### config.mk
export PLATFORM = sky130hd
export DESIGN_NAME = rgb555_palette_row_fade
export DESIGN_NICKNAME = d
export VERILOG_FILES = /design/src/sv/rpf_pkg.sv /design/src/sv/rgb555_palette_row_fade.sv /design/src/sv/rpf_mix.sv
export SDC_FILE = /design/constraint.sdc
export NUM_CORES = 1
export LEC_CHECK = 0
export ABC_AREA = 0
export BUFFER_PORTS_ARGS = -buffer_cell sky130_fd_sc_hd__buf_2
export CORE_UTILIZATION = 64
export CTS_BUF_LIST = sky130_fd_sc_hd__clkbuf_4
export CTS_CLUSTER_SIZE = 8
export DETAILED_ROUTE_END_ITERATION = 10
export PLACE_DENSITY = 0.84
export SLEW_MARGIN = 20
export SYNTH_ARGS = -nofsm -noshare
export SYNTH_HDL_FRONTEND = slang
export SYNTH_SLANG_ARGS = --single-unit
export TNS_END_PERCENT = 10
### constraint.sdc
create_clock -name i_clk -period 7.1 [get_ports i_clk]
set_input_delay 1.42 -clock i_clk [delete_from_list [all_inputs] [get_ports i_clk]]
set_output_delay 1.42 -clock i_clk [all_outputs]
set_load 0.01 [all_outputs]
### src/sv/rpf_pkg.sv
`timescale 1ns / 1ps

package rpf_pkg;

    // Field widths of the palette entry and the RGB555 color.
    localparam int unsigned INDEX_W   = 8;
    localparam int unsigned COLOR_W   = 15;
    localparam int unsigned CHAN_W    = 5;
    localparam int unsigned LEVEL_W   = 7;
    localparam int unsigned HALF_W    = 6;
    localparam int unsigned MASK_W    = 16;
    localparam int unsigned CFG_DATA_W = 16;
    localparam int unsigned CFG_IDX_W = 2;

    // Unity brightness, blend span and the reset blend color.
    localparam logic [LEVEL_W-1:0] UNITY_LEVEL  = 7'd64;
    localparam logic [HALF_W-1:0]  BLEND_SPAN   = 6'd32;
    localparam logic [COLOR_W-1:0] RESET_BLEND  = 15'h1084;
    localparam logic [MASK_W-1:0]  RESET_MASK   = 16'h0000;

    // Configuration register indexes.
    typedef enum logic [CFG_IDX_W-1:0] {
        CFG_BRIGHT_FIRST  = 2'd0,
        CFG_BRIGHT_SECOND = 2'd1,
        CFG_FADE_MASK     = 2'd2,
        CFG_BLEND_COLOR   = 2'd3
    } t_cfg_idx;

    // One palette entry on the input channel.
    typedef struct packed {
        logic [INDEX_W-1:0] entry_index;
        logic [COLOR_W-1:0] source_color;
    } t_in_item;

    // One faded entry on the output channel.
    typedef struct packed {
        logic [INDEX_W-1:0] entry_out;
        logic [COLOR_W-1:0] faded_color;
        logic [LEVEL_W-1:0] effective_level;
    } t_out_item;

endpackage

### src/sv/rgb555_palette_row_fade.sv
`timescale 1ns / 1ps

// Palette row fade: brightness fade and color blend of RGB555 palette entries.
// Input channel (i_in_valid / o_in_ready / i_in_item) takes one palette entry,
// index and color, per handshake. Output channel (o_out_valid / i_out_ready /
// o_out_item) returns the entry index, the faded color and the current level.
// The configuration port writes one register per cycle when i_cfg_we is high:
// two brightness factors (the low seven bits, with values above 64 stored as 64),
// the row mask and the blend color. The user must write configuration only
// while no item is in flight; the block itself does not enforce it.
// An accepted item goes through an input register, then a result register.
// Throughput: one item per cycle while the receiver is ready, held by the
// two-stage valid/ready pipeline. The factor product is registered from the
// configuration registers, so the per-item path holds only the six 5x6-bit
// channel products and their sums. When the receiver stalls, the result
// register holds and the input register still takes one more item; further
// items wait until the result is taken. Reset empties both stages, sets both
// factors to unity, clears the row mask and sets the blend color to 0x1084.

module rgb555_palette_row_fade (
    input  logic                          i_clk,
    input  logic                          i_rst_n,
    input  logic                          i_in_valid,
    output logic                          o_in_ready,
    input  rpf_pkg::t_in_item             i_in_item,
    output logic                          o_out_valid,
    input  logic                          i_out_ready,
    output rpf_pkg::t_out_item            o_out_item,
    input  logic                          i_cfg_we,
    input  logic [rpf_pkg::CFG_IDX_W-1:0] i_cfg_idx,
    input  logic [rpf_pkg::CFG_DATA_W-1:0] i_cfg_data
);
    import rpf_pkg::*;

    logic [LEVEL_W-1:0]   r_bright_first;
    logic [LEVEL_W-1:0]   r_bright_second;
    logic [MASK_W-1:0]    r_fade_mask;
    logic [COLOR_W-1:0]   r_blend_color;
    logic [LEVEL_W-1:0]   r_level;
    logic [HALF_W-1:0]    r_half;
    logic [2*LEVEL_W-1:0] prod;
    logic [LEVEL_W-1:0]   cfg_factor;

    logic                 r_s1_vld;
    t_in_item             r_s1_item;
    logic                 r_out_vld;
    t_out_item            r_out_item;
    logic                 s1_advance;
    logic                 in_take;
    logic                 fade_en;
    logic [COLOR_W-1:0]   mix_color;

    // Factor writes keep the low seven bits and clamp to unity.
    assign cfg_factor = (i_cfg_data[LEVEL_W-1:0] > UNITY_LEVEL) ?
                        UNITY_LEVEL : i_cfg_data[LEVEL_W-1:0];

    // Configuration registers.
    always_ff @(posedge i_clk) begin
        if (!i_rst_n) begin
            r_bright_first  <= UNITY_LEVEL;
            r_bright_second <= UNITY_LEVEL;
            r_fade_mask     <= RESET_MASK;
            r_blend_color   <= RESET_BLEND;
        end else if (i_cfg_we) begin
            unique case (t_cfg_idx'(i_cfg_idx))
                CFG_BRIGHT_FIRST:  r_bright_first  <= cfg_factor;
                CFG_BRIGHT_SECOND: r_bright_second <= cfg_factor;
                CFG_FADE_MASK:     r_fade_mask     <= i_cfg_data[MASK_W-1:0];
                CFG_BLEND_COLOR:   r_blend_color   <= i_cfg_data[COLOR_W-1:0];
                default: ;
            endcase
        end
    end

    // Level and blend weight are registered from the factor product, in the cycle after a factor write.
    assign prod = {{LEVEL_W{1'b0}}, r_bright_first} * {{LEVEL_W{1'b0}}, r_bright_second};

    always_ff @(posedge i_clk) begin
        if (!i_rst_n) begin
            r_level <= UNITY_LEVEL;
            r_half  <= BLEND_SPAN;
        end else begin
            r_level <= prod[6 +: LEVEL_W];
            r_half  <= prod[7 +: HALF_W];
        end
    end

    // Pipeline handshake: each stage moves when the stage after it frees up.
    assign s1_advance = r_s1_vld && (!r_out_vld || i_out_ready);
    assign o_in_ready = !r_s1_vld || s1_advance;
    assign in_take    = i_in_valid && o_in_ready;

    always_ff @(posedge i_clk) begin
        if (!i_rst_n) begin
            r_s1_vld  <= 1'b0;
            r_out_vld <= 1'b0;
        end else begin
            if (in_take) begin
                r_s1_vld <= 1'b1;
            end else if (s1_advance) begin
                r_s1_vld <= 1'b0;
            end
            if (s1_advance) begin
                r_out_vld <= 1'b1;
            end else if (i_out_ready) begin
                r_out_vld <= 1'b0;
            end
        end
    end

    // Input register.
    always_ff @(posedge i_clk) begin
        if (in_take) begin
            r_s1_item <= i_in_item;
        end
    end

    // A row is faded when its mask bit is set and the level is below unity.
    assign fade_en = (r_level != UNITY_LEVEL) &&
                     r_fade_mask[r_s1_item.entry_index[INDEX_W-1 -: 4]];

    rpf_mix u_mix (
        .i_source  (r_s1_item.source_color),
        .i_blend   (r_blend_color),
        .i_half    (r_half),
        .i_fade_en (fade_en),
        .o_color   (mix_color)
    );

    // Result register.
    always_ff @(posedge i_clk) begin
        if (s1_advance) begin
            r_out_item.entry_out       <= r_s1_item.entry_index;
            r_out_item.faded_color     <= mix_color;
            r_out_item.effective_level <= r_level;
        end
    end

    assign o_out_valid = r_out_vld;
    assign o_out_item  = r_out_item;

    // Stored factors never exceed unity, whatever was written.
    a_factor_clamped: assert property (@(posedge i_clk) disable iff (!i_rst_n)
        (r_bright_first <= UNITY_LEVEL) && (r_bright_second <= UNITY_LEVEL))
        else $error("brightness factor above unity");

    // The reported level matches the current configuration.
    a_level_current: assert property (@(posedge i_clk) disable iff (!i_rst_n)
        o_out_valid |-> (o_out_item.effective_level == r_level))
        else $error("stale effective level on output");

    // At level zero a faded row gives exactly the blend color.
    a_level_zero_blend: assert property (@(posedge i_clk) disable iff (!i_rst_n)
        (o_out_valid && (o_out_item.effective_level == '0) &&
         r_fade_mask[o_out_item.entry_out[INDEX_W-1 -: 4]])
        |-> (o_out_item.faded_color == r_blend_color))
        else $error("level zero did not yield blend color");

    // A held input item moves on whenever the result stage is empty.
    a_no_bubble: assert property (@(posedge i_clk) disable iff (!i_rst_n)
        (r_s1_vld && !r_out_vld) |=> r_out_vld)
        else $error("pipeline failed to advance into empty result stage");

endmodule

### src/sv/rpf_mix.sv
`timescale 1ns / 1ps

module rpf_mix (
    input  logic [rpf_pkg::COLOR_W-1:0] i_source,
    input  logic [rpf_pkg::COLOR_W-1:0] i_blend,
    input  logic [rpf_pkg::HALF_W-1:0]  i_half,
    input  logic                        i_fade_en,
    output logic [rpf_pkg::COLOR_W-1:0] o_color
);
    import rpf_pkg::*;

    logic [HALF_W-1:0]  inv_half;
    logic [COLOR_W-1:0] mixed;

    // Weight of the blend color is the remainder of the span.
    assign inv_half = BLEND_SPAN - i_half;

    // Each 5-bit channel is a weighted average of source and blend color.
    always_comb begin
        logic [CHAN_W+HALF_W-1:0] src_term;
        logic [CHAN_W+HALF_W-1:0] tgt_term;
        logic [CHAN_W+HALF_W-1:0] sum;
        mixed = '0;
        for (int ch = 0; ch < 3; ch++) begin
            src_term = {{HALF_W{1'b0}}, i_source[ch*CHAN_W +: CHAN_W]} *
                       {{CHAN_W{1'b0}}, i_half};
            tgt_term = {{HALF_W{1'b0}}, i_blend[ch*CHAN_W +: CHAN_W]} *
                       {{CHAN_W{1'b0}}, inv_half};
            sum      = src_term + tgt_term;
            mixed[ch*CHAN_W +: CHAN_W] = sum[CHAN_W +: CHAN_W];
        end
    end

    // Entries outside the faded rows, or at unity level, pass unchanged.
    assign o_color = i_fade_en ? mixed : i_source;

endmodule

# Word level (Yosys, flattened, before mapping)
# Index checks and enable logic that the tools add are counted.
# totals
register_bits,113
input_bits,46
# classes
add_sub_neg,4
multipliers,7
magnitude_cmp,2
n_eq_ne,4
n_mux,8
n_reduce_logical,14
# op_table
cell,count
multiplier 5 x 6 -> 10 bit,6
adder 10 bit,3
two-way mux 15 bit,1
multiplier 7 x 7 -> 13 bit,1
AND reduction 2 bit,4
"> comparator 7 bit, second input constant",1
two-way mux 7 bit,1
"inequality test 7 bit, second input constant",1
"subtractor 6 bit, first input constant",1
"less-than comparator 4 x 5 -> 1 bit, second input constant",1
two-way mux 1 bit,5
binary-select mux 1 bit (select 4 bit),1
"equality test 2 bit, second input constant",2
nonzero test 2 bit,2
logical AND 1 bit,3
"equality test 2 x 1 -> 1 bit, second input constant",1
zero test 1 bit,2
zero test 2 bit,1
logical OR 1 bit,2

# Logic depth before layout (Yosys ltp)
# Gate-level depths: netlist of the first run.
# depth
word_depth,6
depth_mapped,23

# By module
# From an unflattened synthesis of the first run, not the netlist that was laid out.
# unflattened
hier_cells,1051
hier_area_um2,10347.4
# by_module_without_submodules
mod,instances,cells_each,area_per_inst_um2,seq_area_each_um2
rpf_mix,1,594,5355.1,0.0
rgb555_palette_row_fade,1,457,4992.3,2672.6

# Worst setup path after synthesis of the first run
# Ideal clock, no wire load.
# synth_timing
path_kind,register to register
startpoint,register r_level[1]
endpoint,"register r_out_item, in the netlist o_out_item[11], data pin"
setup_time_ps,255
arrival_time_ps,5775
t_required_ps,6845
setup_slack_ps,1070
stages_incl_launch_ff,23
n_path_buf,3
path_cell_list,dfxtp_1 clkbuf_1 clkbuf_1 inv_1 ha_1 nand2_1 xor2_1 clkbuf_1 nand2_1 fa_1 fa_1 inv_1 fa_1 fa_1 inv_1 fa_1 inv_1 ha_1 and3_1 o311a_1 o211ai_1 nand3_1 a31o_1
# synth_between
elab_chain_cells,3
# synth_lines
element,line,rtl
"start, declared",rgb555_palette_row_fade.sv:39,logic [LEVEL_W-1:0] r_level;
"start signal, assigned",rgb555_palette_row_fade.sv:83,r_level <= prod[6 +: LEVEL_W];
inequality test 7 bit,rgb555_palette_row_fade.sv:119,assign fade_en = (r_level != UNITY_LEVEL) &&
logical AND 1 bit,rgb555_palette_row_fade.sv:119,
two-way mux 15 bit,rpf_mix.sv:35,assign o_color = i_fade_en ? mixed : i_source;
via mix_color[4],rgb555_palette_row_fade.sv:51,logic [COLOR_W-1:0] mix_color;
"end, declared",rgb555_palette_row_fade.sv:47,t_out_item r_out_item;
# The timed path passes the listed nets, and every way through them passes these cells.
# A chain may end at the register's enable or synchronous reset.

# Final worst setup path of the first run
# layout_timing
startpoint,register r_level[2]
endpoint,"register r_out_item, in the netlist o_out_item[11], data pin"
# The elaborated chain is that of the path after synthesis.

==> out/results.txt, run 1 <==
Worst Setup Start Kind - flop
Mean Syn Cell Area - 9.82 µm²
library cells used by synthesis - 47
PD cells - 125 nW/µm²
RSZ-0062 raised after global routing - false
#FFs+latches synth - 107
Net Count, Synth - 1345
vias in the first global route - 7373
initial antenna violation count - 1
Clock transition at path regs - 0.19 ns
post_cts resized - 0
Setup Buffers After CTS - 0
Synth Flop Type - dfxtp_1
setup TNS - 0 ns
EDFF count, synth - 53
HPWL Detailed - 16500 µm
Net Sw Power - 0.486 mW
Initial Util - 65.6%
status - completed
# rows - 46
Pleak - 5.50 nW
vias per inst - 5.57
VDD IR-drop max - 0.130 mV
commonest non-fill, non-tap cell in the layout - nand2_1
CTS Sinks - 107
worst-case clock buffer depth - 2
Switching Share - 34.7%
Die X - 130 µm
Crit Path Category - reg2reg
wire per inst - 16.0 µm
Seq pwr share - 50.6%
Routed WL - 21500 µm
synthesized instance count - 1062
leading area contributor after synthesis - fa_1
initial DRC count - 360
Internal Power - 0.914 mW
largest net degree at the start of global routing - 55
most frequent cells in the layout - nand2_1 (190), inv_1 (137), fa_1 (127), and2_1 (123), ha_1 (110)
Tcrit/Tclk final - 86.7%
Post-DRT Antenna Nets - 0
min Tclk post-route - 6.15 ns
Die Area - 16800 µm²
htree depth - 3
CTS tree - done
Min Hold Slack - 0.446 ns
CTS Hold Bufs - 0
Post-synth ARST share - 0%
clock skew - 0.0549 ns
Vias - 7491
clock network fraction of total power - 26.3%
multiplexer area fraction after synthesis - 1.08%
register area share after synthesis - 25.6%
grt ovf - 0
Synth Area in Simple Gates - 19.0%
MaxCap Viol Count - 0
Synth Area in Compound Gates - 7.27%
Final Instance Count excl. Fillers - 1346
core area - 15900 µm²
final setup vio count - 0
Hold Vio Cnt, Final - 0
post-synthesis cell area - 10400 µm²
Die Ht - 130 µm
Synth Warn # - 0
dpl cells - 1329
Hold Path Class - reg2reg
Worst slew margin - 26.2%
gpl congestion - 0.837
final slew viol count - 0
crit end category - flop
TritonCTS Buffers - 9
Slew @ Worst Pin - 1.11 ns
DRC Markers - 0
largest family of logic cells by synthesized area - adder cells
xor/xnor share of the synthesized area - 3.02%
post-synthesis adder-cell area fraction - 37.6%
crit path DAT - 6.45 ns
# IOs - 78
Clk Latency, worst-skew pair - 0.55 ns
f_max - 163 MHz
share of layout cells above drive strength 1 - 10.5%
DR pass1 iterations - 5
fin nets - 1407
WP data required - 7.39 ns
synthesis-to-layout area growth - 7.21%
area share of the largest cell type after synthesis - 24.4%
Comb pwr share - 23.1%
first-pass GRT wire length - 35600 µm
top cells by area, synth - fa_1 (24%), edfxtp_1 (15%), ha_1 (13%), dfxtp_1 (10%), and2_1 (7.4%)
critical path peak fanout - 17
root buffer cell - clkbuf_4
IO Port Bufs - 77
GRT Overall Usage - 27.6%
==> worst max-delay path, cell delays in order (launching register included) <==
cell	delay [ns]
dfxtp_1	0.77
inv_1	0.17
ha_1	0.61
nand2_1	0.15
fa_1	0.51
fa_1	0.55
inv_1	0.05
fa_1	0.50
fa_1	0.54
inv_1	0.05
fa_1	0.54
inv_1	0.04
ha_1	0.32
and3_1	0.21
o311a_1	0.37
o211ai_1	0.24
nand3_1	0.10
a31o_1	0.22
==> cells by family (layout without fill, tap and decap cells) <==
group           after synthesis  after routing
compound gates              107            107
mux                           5              5
flops                       107            107
xor+xnor                     36             36
buf+inv                     172            239
other cells                   0              1
fa+ha+maj                   237            237
simple gates                398            398
==> metrics by stage <==
step	total power [mW]	setup slack, ns	utilization (%)	instance area [µm²]
after CTS	1.41	0.964	70.3	11200
after detailed placement	1.04	0.989	69.2	11000
after floorplan	0.941	1.07	-	10400
after global routing	1.48	0.649	70.4	11200
after global placement	1.03	1.19	69.2	11000
final	1.40	0.947	70.4	11200
==> metal layers <==
metal  routed length, µm  up-vias  track usage, %
met1                9140     3674            36.5
met4                 619        0            9.99
li1                    -     3532               -
met3                1230       57            5.28
met5                   0        -               0
met2               10600      228            45.5
==> synthesized netlist by cell type (5+ instances only) <==
cell type,instances
and2_1,123
o31ai_1,7
xnor2_1,28
dfxtp_1,54
fa_1,127
a21boi_0,40
a21o_1,10
mux4_2,5
inv_1,137
o21a_1,8
and3_1,6
nor2_1,12
ha_1,110
a21oi_1,13
or3_1,5
o21ai_0,12
nor2b_1,22
nand2_1,190
o211ai_1,5
nor3_1,9
nand4_1,5
xor2_1,8
edfxtp_1,53
clkbuf_1,29
nand3_1,12
==> state kept, by name (all words and copies together) (netlist names) <==
register,count
r_blend_color,15
r_s1_vld,1
r_bright_second,7
o_out_valid,1
r_bright_first,7
r_fade_mask,16
o_out_item,30
r_s1_item,23
r_level,7
==> worst paths after layout <==
path | endpoint | depth (start not counted) | from | slack, ns
setup reg to reg | o_out_item[11]$_DFFE_PP_ | 17 | r_level[2]$_SDFF_PN0_ | 0.95
hold / removal | o_out_item[22]$_DFFE_PP_ | 0 | r_s1_item[15]$_DFFE_PP_ | 0.45
setup / recovery | o_out_item[11]$_DFFE_PP_ | 17 | r_level[2]$_SDFF_PN0_ | 0.95
hold reg to reg | o_out_item[22]$_DFFE_PP_ | 0 | r_s1_item[15]$_DFFE_PP_ | 0.45
==> power by group through the flow <==
stage          logic [mW]  clock network (mW)  registers (mW)
5_1_grt             0.367               0.396           0.712
2_1_floorplan       0.230                   0           0.711
4_1_cts             0.324               0.374           0.708
3_5_place_dp        0.319                   0           0.721
6_report            0.324               0.368           0.709
3_3_place_gp        0.308                   0           0.720
==> layout make-up <==
class | count | area (µm²)
multi-input cells | 783 | 7090
fillers | 1225 | 4710
flip-flops and latches | 107 | 2670
inverters | 137 | 514
repair buffers | 86 | 453
well taps | 216 | 270
clock inverters | 7 | 108
clock buffers | 9 | 67.6
diodes | 1 | 2.50
Power figures use the tool's default switching activity.
==> inputs of run 2 (changes only) <==
--- a/config.mk
+++ b/config.mk
@@ -11,7 +11,7 @@
 export CTS_BUF_LIST = sky130_fd_sc_hd__clkbuf_4
 export CTS_CLUSTER_SIZE = 8
 export DETAILED_ROUTE_END_ITERATION = 10
-export PLACE_DENSITY = 0.84
+export PLACE_DENSITY = 0.82
 export SLEW_MARGIN = 20
 export SYNTH_ARGS = -nofsm -noshare
 export SYNTH_HDL_FRONTEND = slang
==> out/results.txt, run 2 (synthesis gave the netlist of run 1 again) <==
initial DRC count - 341
DRC Markers - 0
final slew viol count - 0
MaxCap Viol Count - 0
gpl congestion - 0.833
CP most frequent cell - fa_1
Initial Util - 65.6%
critical path peak fanout - 17
WP data required - 7.37 ns
Die Ht - 130 µm
Die X - 130 µm
Crit Path Category - reg2reg
VDD IR-drop max - 0.118 mV
CTS tree - done
Routed WL - 20800 µm
Hold Path Class - reg2reg
Worst Path Buf+Inv - 4
TritonCTS Buffers - 9
largest net degree at the start of global routing - 55
status - completed
post_cts resized - 0
Top delay family on crit path - adder cells
CTS Hold Bufs - 0
fin nets - 1407
Pleak - 5.49 nW
Worst slew margin - 27.4%
setup TNS - 0 ns
wire per inst - 15.5 µm
Clk Latency, worst-skew pair - 0.52 ns
vias in the first global route - 7362
Clock transition at path regs - 0.22 ns
Worst path slowest cell - dfxtp_1
crit path DAT - 6.46 ns
PD cells - 123 nW/µm²
Vias - 7402
IO Port Bufs - 77
Final Instance Count excl. Fillers - 1346
Setup Buffers After CTS - 0
htree depth - 3
initial antenna violation count - 1
clock skew - 0.0487 ns
grt ovf - 0
Tcrit/Tclk final - 87.1%
worst-case clock buffer depth - 2
final setup vio count - 0
crit-path cells - inv_1 > ha_1 > nand2_1 > fa_1 > fa_1 > inv_1 > fa_1 > fa_1 > inv_1 > fa_1 > inv_1 > ha_1 > and3_1 > o311a_1 > o211ai_1 > nand3_1 > a31o_1
min Tclk post-route - 6.19 ns
synthesis-to-layout area growth - 7.03%
max incr delay on CP - 0.79 ns
root buffer cell - clkbuf_4
# IOs - 78
crit end category - flop
Fill cells - 1296
dpl cells - 1329
Post-DRT Antenna Nets - 0
most frequent cells in the layout - nand2_1 (190), inv_1 (137), fa_1 (127), and2_1 (123), ha_1 (110)
Hold Vio Cnt, Final - 0
Die Area - 16800 µm²
Slew @ Worst Pin - 1.09 ns
f_max - 162 MHz
Largest register FFs - 30
# rows - 46
share of layout cells above drive strength 1 - 10.5%
Worst Setup Start Kind - flop
HPWL Detailed - 16200 µm
GRT Overall Usage - 27.4%
core area - 15900 µm²
first-pass GRT wire length - 35400 µm
vias per inst - 5.50
RSZ-0062 raised after global routing - false
CTS Sinks - 107
DR pass1 iterations - 5
commonest non-fill, non-tap cell in the layout - nand2_1
## run 2: cell types whose count changed in the layout (fill, tap and decap cells not counted), sizes merged
cell | before | now
clkinv | 3 | 4
inv | 141 | 140
## run 2: per-layer routing
metal | wire, µm | share of wire, % | up-vias | GRT usage (%)
li1 | - | - | 3534 | -
met1 | 9020 | 43 | 3627 | 37.1
met2 | 10200 | 49 | 209 | 45.1
met3 | 1130 | 5.4 | 32 | 3.88
met4 | 474 | 2.3 | 0 | 9.99
met5 | 0 | 0 | - | 0
## run 2: stage by stage
stage | setup slack (ns) | total power [mW] | utilization [%] | hold slack, ns | instance area, µm²
5_1_grt | 0.627 | 1.44 | 70.2 | 0.455 | 11200
4_1_cts | 0.930 | 1.38 | 70.2 | 0.441 | 11200
2_1_floorplan | 1.07 | 0.941 | - | 0.400 | 10400
3_5_place_dp | 0.941 | 1.04 | 69.2 | 0.405 | 11000
6_report | 0.913 | 1.37 | 70.2 | 0.435 | 11200
3_3_place_gp | 1.16 | 1.03 | 69.2 | 0.401 | 11000
## run 2: final timing paths
kind         cells after the start                  endpoint  slack, ns                    start
max                             17  o_out_item[11]$_DFFE_PP_       0.91    r_level[2]$_SDFF_PN0_
min                              0  o_out_item[25]$_DFFE_PP_       0.43  r_s1_item[18]$_DFFE_PP_
max reg2reg                     17  o_out_item[11]$_DFFE_PP_       0.91    r_level[2]$_SDFF_PN0_
min reg2reg                      0  o_out_item[25]$_DFFE_PP_       0.43  r_s1_item[18]$_DFFE_PP_
## run 2: layout make-up
class	count	area (µm²)	area share, %
Timing Repair Buffer	86	453	4.06
Tap cell	216	270	2.42
Multi-Input combinational cell	783	7090	63.5
Sequential cell	107	2670	24.0
Clock buffer	9	67.6	0.606
Clock inverter	7	88.8	0.796
Inverter	137	514	4.61
Antenna cell	1	2.50	0.0224
## run 2: worst reg2reg max path, cell delays in order, from the launching register on
cell and delay, ns:
dfxtp_1 0.79, inv_1 0.19, ha_1 0.60, nand2_1 0.14
fa_1 0.51, fa_1 0.55, inv_1 0.05, fa_1 0.51
fa_1 0.55, inv_1 0.06, fa_1 0.53, inv_1 0.04
ha_1 0.31, and3_1 0.20, o311a_1 0.37, o211ai_1 0.27
nand3_1 0.11, a31o_1 0.22
## run 2: power by group
group	switching [mW]	internal [mW]
clock network	0.249	0.0888
registers	0.0319	0.677
logic	0.182	0.140
total	0.463	0.905
==> inputs of run 3 (changes only) <==
--- a/config.mk
+++ b/config.mk
@@ -7,6 +7,8 @@
 export LEC_CHECK = 0
 export ABC_AREA = 0
 export BUFFER_PORTS_ARGS = -buffer_cell sky130_fd_sc_hd__buf_2
+export CORE_ASPECT_RATIO = 0.8
+export CORE_MARGIN = 2
 export CORE_UTILIZATION = 64
 export CTS_BUF_LIST = sky130_fd_sc_hd__clkbuf_4
 export CTS_CLUSTER_SIZE = 8
==> out/results.txt, run 3 (synthesis gave the netlist of run 1 again) <==
fin area - 11200 µm²
final slew viol count - 0
Comb pwr share - 23.6%
f_max - 159 MHz
WP data required - 7.37 ns
htree depth - 3
Pleak - 5.50 nW
worst slack, placed - 0.926 ns
CTS Sinks - 107
critical path peak fanout - 17
share of layout cells above drive strength 1 - 10.5%
clock network fraction of total power - 26.0%
crit end category - flop
DRC Markers - 0
wire per inst - 16.6 µm
Seq pwr share - 50.4%
most frequent cells in the layout - nand2_1 (190), inv_1 (137), fa_1 (127), and2_1 (123), ha_1 (110)
Die Area - 17300 µm²
initial antenna violation count - 1
grt ovf - 0
Worst slew margin - 29.6%
GRT Overall Usage - 27.4%
setup slack, reg-to-reg - 0.83 ns
Tcrit/Tclk final - 88.3%
DR pass1 iterations - 5
MaxCap Viol Count - 0
min Tclk post-route - 6.27 ns
crit path DAT - 6.54 ns
# rows - 41
Post-DRT Antenna Nets - 0
fin nets - 1408
first-pass GRT wire length - 37700 µm
Die X - 147 µm
Vias - 7450
final worst slack - 0.830 ns
Initial Util - 65.8%
VDD IR-drop max - 0.0947 mV
Largest register FFs - 30
PD cells - 125 nW/µm²
Hold Vio Cnt, Final - 0
Switching Share - 34.8%
clock skew - 0.0260 ns
Clk Latency, worst-skew pair - 0.53 ns
Slew @ Worst Pin - 1.05 ns
final setup vio count - 0
# IOs - 78
CTS tree - done
RSZ-0062 raised after global routing - false
largest net degree at the start of global routing - 55
Worst Setup Start Kind - flop
gpl congestion - 0.873
Crit Path Category - reg2reg
core area - 15900 µm²
dpl cells - 1329
Setup Buffers After CTS - 0
synthesis-to-layout area growth - 7.27%
Internal Power - 0.915 mW
Die Ht - 118 µm
initial DRC count - 421
Routed WL - 22400 µm
vias per inst - 5.53
HPWL Detailed - 17100 µm
total power - 1.40 mW
Final Instance Count excl. Fillers - 1346
post_cts resized - 0
Area after DPL - 11000 µm²
worst-case clock buffer depth - 2
status - completed
Hold Path Class - reg2reg
CTS Hold Bufs - 0
Clock transition at path regs - 0.22 ns
vias in the first global route - 7660
setup TNS - 0 ns
commonest non-fill, non-tap cell in the layout - nand2_1
IO Port Bufs - 77
TritonCTS Buffers - 9
Net Sw Power - 0.489 mW
root buffer cell - clkbuf_4
## run 3: changes by cell type in the layout (fill, tap and decap cells not counted)
cell	delta
clkinv_4	-2
clkinv_8	+1
buf_4	+1
inv_16	+1
## run 3: power by group through the flow
stage          clock [mW]  combinational, mW  sequential (mW)
3_3_place_gp            0              0.313            0.719
3_5_place_dp            0              0.326            0.719
2_1_floorplan           0              0.230            0.711
4_1_cts             0.373              0.331            0.707
5_1_grt             0.395              0.375            0.711
6_report            0.365              0.331            0.707
## run 3: critical path: stages, from the launching register on
cell and delay (ns):
dfxtp_1 0.84, inv_1 0.18, ha_1 0.27, nand2_1 0.09
xor2_1 0.19, buf_4 0.24, nand2_1 0.11, fa_1 0.51
fa_1 0.55, inv_1 0.05, fa_1 0.45, fa_1 0.49
inv_1 0.05, fa_1 0.48, inv_1 0.05, ha_1 0.29
nand3_1 0.10, nor2_1 0.07, o311a_1 0.38, o21a_1 0.24
nor3_1 0.27, o31ai_1 0.13
## run 3: per-stage QoR
stage / util (%) / hold WS [ns]
global placement: 69.4 / 0.401
floorplan: - / 0.400
CTS: 70.5 / 0.453
finish: 70.6 / 0.450
detailed placement: 69.4 / 0.405
global route: 70.6 / 0.464
## run 3: per-layer routing
metal	GRT usage [%]	wire [µm]
met3	3.94	1420
met5	0	0
met4	6.92	432
met2	43.1	10200
met1	40.4	10300
## run 3: worst paths after layout
check                                from                        to  cells past startpoint
setup / recovery    r_level[2]$_SDFF_PN0_  o_out_item[15]$_DFFE_PP_                     21
hold / removal    r_s1_item[17]$_DFFE_PP_  o_out_item[24]$_DFFE_PP_                      0
setup reg to reg    r_level[2]$_SDFF_PN0_  o_out_item[15]$_DFFE_PP_                     21
hold reg to reg   r_s1_item[17]$_DFFE_PP_  o_out_item[24]$_DFFE_PP_                      0
## run 3: area by class of cell
type	instances	area, µm²
Antenna cell	1	2.50
Clock buffer	9	67.6
Clock inverter	7	108
Fill cell	1195	4670
Inverter	137	514
Multi-Input combinational cell	783	7090
Sequential cell	107	2670
Tap cell	215	269
Timing Repair Buffer	87	460
